===== src/rtl/deq_pkg.sv =====
`timescale 1ns / 1ps

package deq_pkg;

  localparam int DEPTH_DEFAULT = 1024;
  localparam int OP_W          = 3;
  localparam int DATA_W        = 32;
  localparam int COUNT_OUT_W   = 11;
  localparam int STATUS_W      = 2;
  localparam int S_TDATA_W     = 32;
  localparam int S_TUSER_W     = 8;
  localparam int M_TDATA_W     = 48;
  localparam int M_TUSER_W     = 8;

  typedef enum logic [OP_W-1:0] {
    OP_PUSH_BACK  = 3'd0,
    OP_PUSH_FRONT = 3'd1,
    OP_POP_FRONT  = 3'd2,
    OP_POP_BACK   = 3'd3,
    OP_SIZE       = 3'd4,
    OP_EMPTY      = 3'd5,
    OP_FRONT      = 3'd6,
    OP_BACK       = 3'd7
  } op_t;

  typedef enum logic [STATUS_W-1:0] {
    ST_OK    = 2'd0,
    ST_EMPTY = 2'd1,
    ST_FULL  = 2'd2
  } status_t;

  typedef enum logic [2:0] {
    S_IDLE = 3'b001,
    S_EXEC = 3'b010,
    S_DONE = 3'b100
  } state_t;

  typedef struct packed {
    logic capture;   // latch the incoming item
    logic exec;      // pointer update and memory access
    logic load_out;  // move result into the output register
  } ctrl_cmd_t;

  typedef struct packed {
    logic out_free;  // output register empty or being taken this cycle
  } dp_status_t;

endpackage


===== src/rtl/deq_ctrl.sv =====
`timescale 1ns / 1ps

module deq_ctrl
  import deq_pkg::*;
(
  input  logic       clk,
  input  logic       rst,
  input  logic       in_valid,
  output logic       in_ready,
  input  dp_status_t status,
  output ctrl_cmd_t  cmd
);

  state_t state;
  state_t state_next;

  always_ff @(posedge clk) begin
    if (rst) begin
      state <= S_IDLE;
    end else begin
      state <= state_next;
    end
  end

  always_comb begin
    state_next   = state;
    cmd.capture  = 1'b0;
    cmd.exec     = 1'b0;
    cmd.load_out = 1'b0;
    in_ready     = 1'b0;
    unique case (state)
      S_IDLE: begin
        in_ready = 1'b1;
        if (in_valid) begin
          cmd.capture = 1'b1;
          state_next  = S_EXEC;
        end
      end
      S_EXEC: begin
        cmd.exec   = 1'b1;
        state_next = S_DONE;
      end
      S_DONE: begin
        if (status.out_free) begin
          cmd.load_out = 1'b1;
          state_next   = S_IDLE;
        end
      end
      default: begin
        state_next = S_IDLE;
      end
    endcase
  end

endmodule


===== config.mk =====
export PLATFORM = sky130hd
export DESIGN_NAME = deq_ctrl
export DESIGN_NICKNAME = d
export VERILOG_FILES = /design/src/rtl/deq_pkg.sv /design/src/rtl/deq_ctrl.sv
export SDC_FILE = /design/constraint.sdc
export NUM_CORES = 1
export LEC_CHECK = 0
export BUFFER_PORTS_ARGS = -buffer_cell sky130_fd_sc_hd__buf_4
export CAP_MARGIN = 10
export CELL_PAD_IN_SITES_DETAIL_PLACEMENT = 0
export CELL_PAD_IN_SITES_GLOBAL_PLACEMENT = 2
export CORE_AREA = 2 2 39 41
export CTS_CLUSTER_SIZE = 14
export DETAILED_ROUTE_END_ITERATION = 16
export DIE_AREA = 0 0 41 43
export GPL_TIMING_DRIVEN = 0
export PLACE_DENSITY_LB_ADDON = 0.25
export SLEW_MARGIN = 30
export SYNTH_ARGS = -nofsm -noshare
export SYNTH_HDL_FRONTEND = slang
export SYNTH_SLANG_ARGS = --single-unit

===== constraint.sdc =====
create_clock -name clk -period 1.3 [get_ports clk]
set_clock_uncertainty 0.1 [all_clocks]
set_input_delay 0.26 -clock clk [delete_from_list [all_inputs] [get_ports clk]]
set_output_delay 0.26 -clock clk [all_outputs]
set_load 0.005 [all_outputs]

==> flow_summary.ini <==
[drt]
final_antenna_net_count = 0
routed_wl_um = 436
drt_first_pass_iters = 2
met2_length_um = 198
dr_total_vias = 185
drc = 0
wl_met3_um = 39
drt-initial-drc-count = 1
wirelength_met1_um = 198
wire_per_inst_um = 9.083
via_per_inst = 3.854
routed.top_layer = met3

[synth]
ys_ff_latch = 3
synth_cell_type_count = 12
synthArstFlopShare_pct = 0
synthFlopType = dfxtp_1
syn-cell-area_um2 = 157.7
ys_top_cells_by_area = dfxtp_1 (38%), nor3b_1 (14%), nor3_1 (9.5%), a311o_1 (6.3%), buf_4 (4.8%)
synth_edf_count = 0
yosysTopAreaCellShare_pct = 38.10
yosysTopAreaCell = dfxtp_1
synth_nets = 24
avgSynthCellArea_um2 = 7.883
synth_common_cells = dfxtp_1 (3), nor3_1 (3), nor3b_1 (3)
yosysSeqAreaShare_pct = 38.10
synth_cells = 20
yosysWarnings = 0

[power]
p_leak_nw = 0.1182
power_mw = 0.3301
p_per_area_mw_per_mm2 = 1064
sequentialPowerShare_pct = 32.1
clock_power_share_pct = 49.0
irDropWorstVdd_mv = 0.3780
internal_power_mw = 0.2493
combPwrFrac_pct = 18.9
swShare_pct = 24.47
switching_power_mw = 0.08077

[placed_design]
placed_cell_area_um2 = 230.2
gp_congestion = 0.6050
preCtsSetupSlack_ps = 85.95
dp_hpwl_um = 301.4
portBuffers = 7

[sta]
timing.final.setup_violations = 0
slew_headroom_pct = 88.27
min_period_ps = 1269
final_max_slew_viol_count = 0
rsz0062_at_grt = true
worst_slack_ps = 30.57
tightest_slew_ps = 175.5
period_share_pct = 97.65
tns_ps = 0
hold_ws_ps = 100.1
fmax_mhz = 787.8
hold_viol_final = 0

[critical_path]
path_cells = inv_4, nand2_4, nor2_2, buf_4
slowest_stage = dfxtp_4
critPathLaunchType = register
worstPathArrival_ps = 910
crit_type = reg2out
end_kind = primary output
required_ps = 940
max_stage_delay_ps = 370
path_max_fanout = 7

[layout]
post-route-cell-area_um2 = 310.3
fillers = 158
top_register = state
n_antenna_cell = 0
fin_nets = 37
largestRegisters = state x3
drive_gt1_share_pct = 71.88
largest_reg_flops = 3
syn_to_final_growth_pct = 96.83

[flow_run]
timing.max_cap.violations = 0

[cts]
clkLatencyLatePin_ps = 230
cts_tree = done
h-tree-depth = 1
cts_root_buf = clkbuf_4
cts.path.max_buffers = 2
numCtsBuffers = 3
path_clk_slew_ps = 40
clock_sinks = 3

[grt]
grt-ovfl-total = 0
grt_pass1_wl_um = 759
track_usage_pct = 6.613
grt_pass1_vias = 212
antenna_found_initial = 0
grt_max_degree = 8

[die]
io_pins = 8
die_h_um = 43
start_util_pct = 11.39
die_w_um = 41
die_area_mm2 = 0.001763
rows = 14
core_mm2 = 0.001384

[hold_path]
min_path_type = in2reg

[run_status]
status = complete, no violations
-- routing by layer --
layer	up-vias	global-route usage (%)
met5	-	0
met4	0	6.000
met3	0	3.141
met2	6	8.438
met1	84	7.668
li1	95	-
-- metrics by stage --
step,util [%],cells
6_report,22.42,48
5_1_grt,22.42,48
4_1_cts,21.16,48
3_5_place_dp,16.64,43
3_3_place_gp,16.64,43
2_1_floorplan,-,20
-- placed cells by master (no fill, tap or decap) --
cell type and n:
buf_4 9, clkbuf_4 3, dfxtp_4 3, nor2_2 2, nor3b_1 2, nor3_1 2
nor3b_2 1, nand2b_4 1, nand2_2 1, nor3_2 1, inv_4 1, nand2_4 1
a21oi_1 1, a311o_1 1, o21ai_0 1, nand3b_1 1, clkbuf_1 1
-- worst max-delay path, delay by kind of cell, from the launching register on --
family                 cells  cell delay (ps)
AND/OR/NAND/NOR            2              140
buffers and inverters      2              180
flip-flops                 1              370
-- layout make-up --
cell class              instances  area (um^2)  share of cell area [%]
well taps                      16        20.02                   6.452
flip-flops and latches          3        71.32                   22.98
inverters                       1        6.256                   2.016
multi-input cells              15        118.9                   38.31
clock buffers                   4        26.28                   8.468
repair buffers                  9        67.56                   21.77
-- cells by family after synthesis --
| logic type | after synthesis | share of synthesized area, % |
|---|---|---|
| AO/OA/AOI/OAI | 3 | 12.69 |
| buffers and inverters | 2 | 7.142 |
| flip-flops | 3 | 38.10 |
| AND/OR/NAND/NOR | 12 | 42.07 |
-- power groups by stage --
stage | Combinational, mW | Sequential, mW | Clock, mW
floorplan | 0.0208 | 0.106 | 0
global placement | 0.0445 | 0.109 | 0
detailed placement | 0.0447 | 0.109 | 0
CTS | 0.0574 | 0.106 | 0.171
global route | 0.0682 | 0.108 | 0.181
finish | 0.0623 | 0.106 | 0.162
-- worst paths after layout --
| check | startpoint | to | slack (ps) | cells past startpoint |
|---|---|---|---|---|
| min | rst | state[2] | 100 | 2 |
| min reg2reg | state[0] | state[1] | 430 | 2 |
| max | state[2] | cmd[2] | 30 | 4 |
| max reg2reg | state[2] | state[0] | 240 | 3 |
-- repair_timing --
| item | in CTS | in global routing |
|---|---|---|
| pin swaps | 1 | 2 |
| resized for setup | 10 | 6 |
| endpoints found under the setup margin | 4 | 3 |
| setup buffers | 2 | 0 |
| hold buffers | 0 | 0 |
Power figures use the tool's default switching activity.
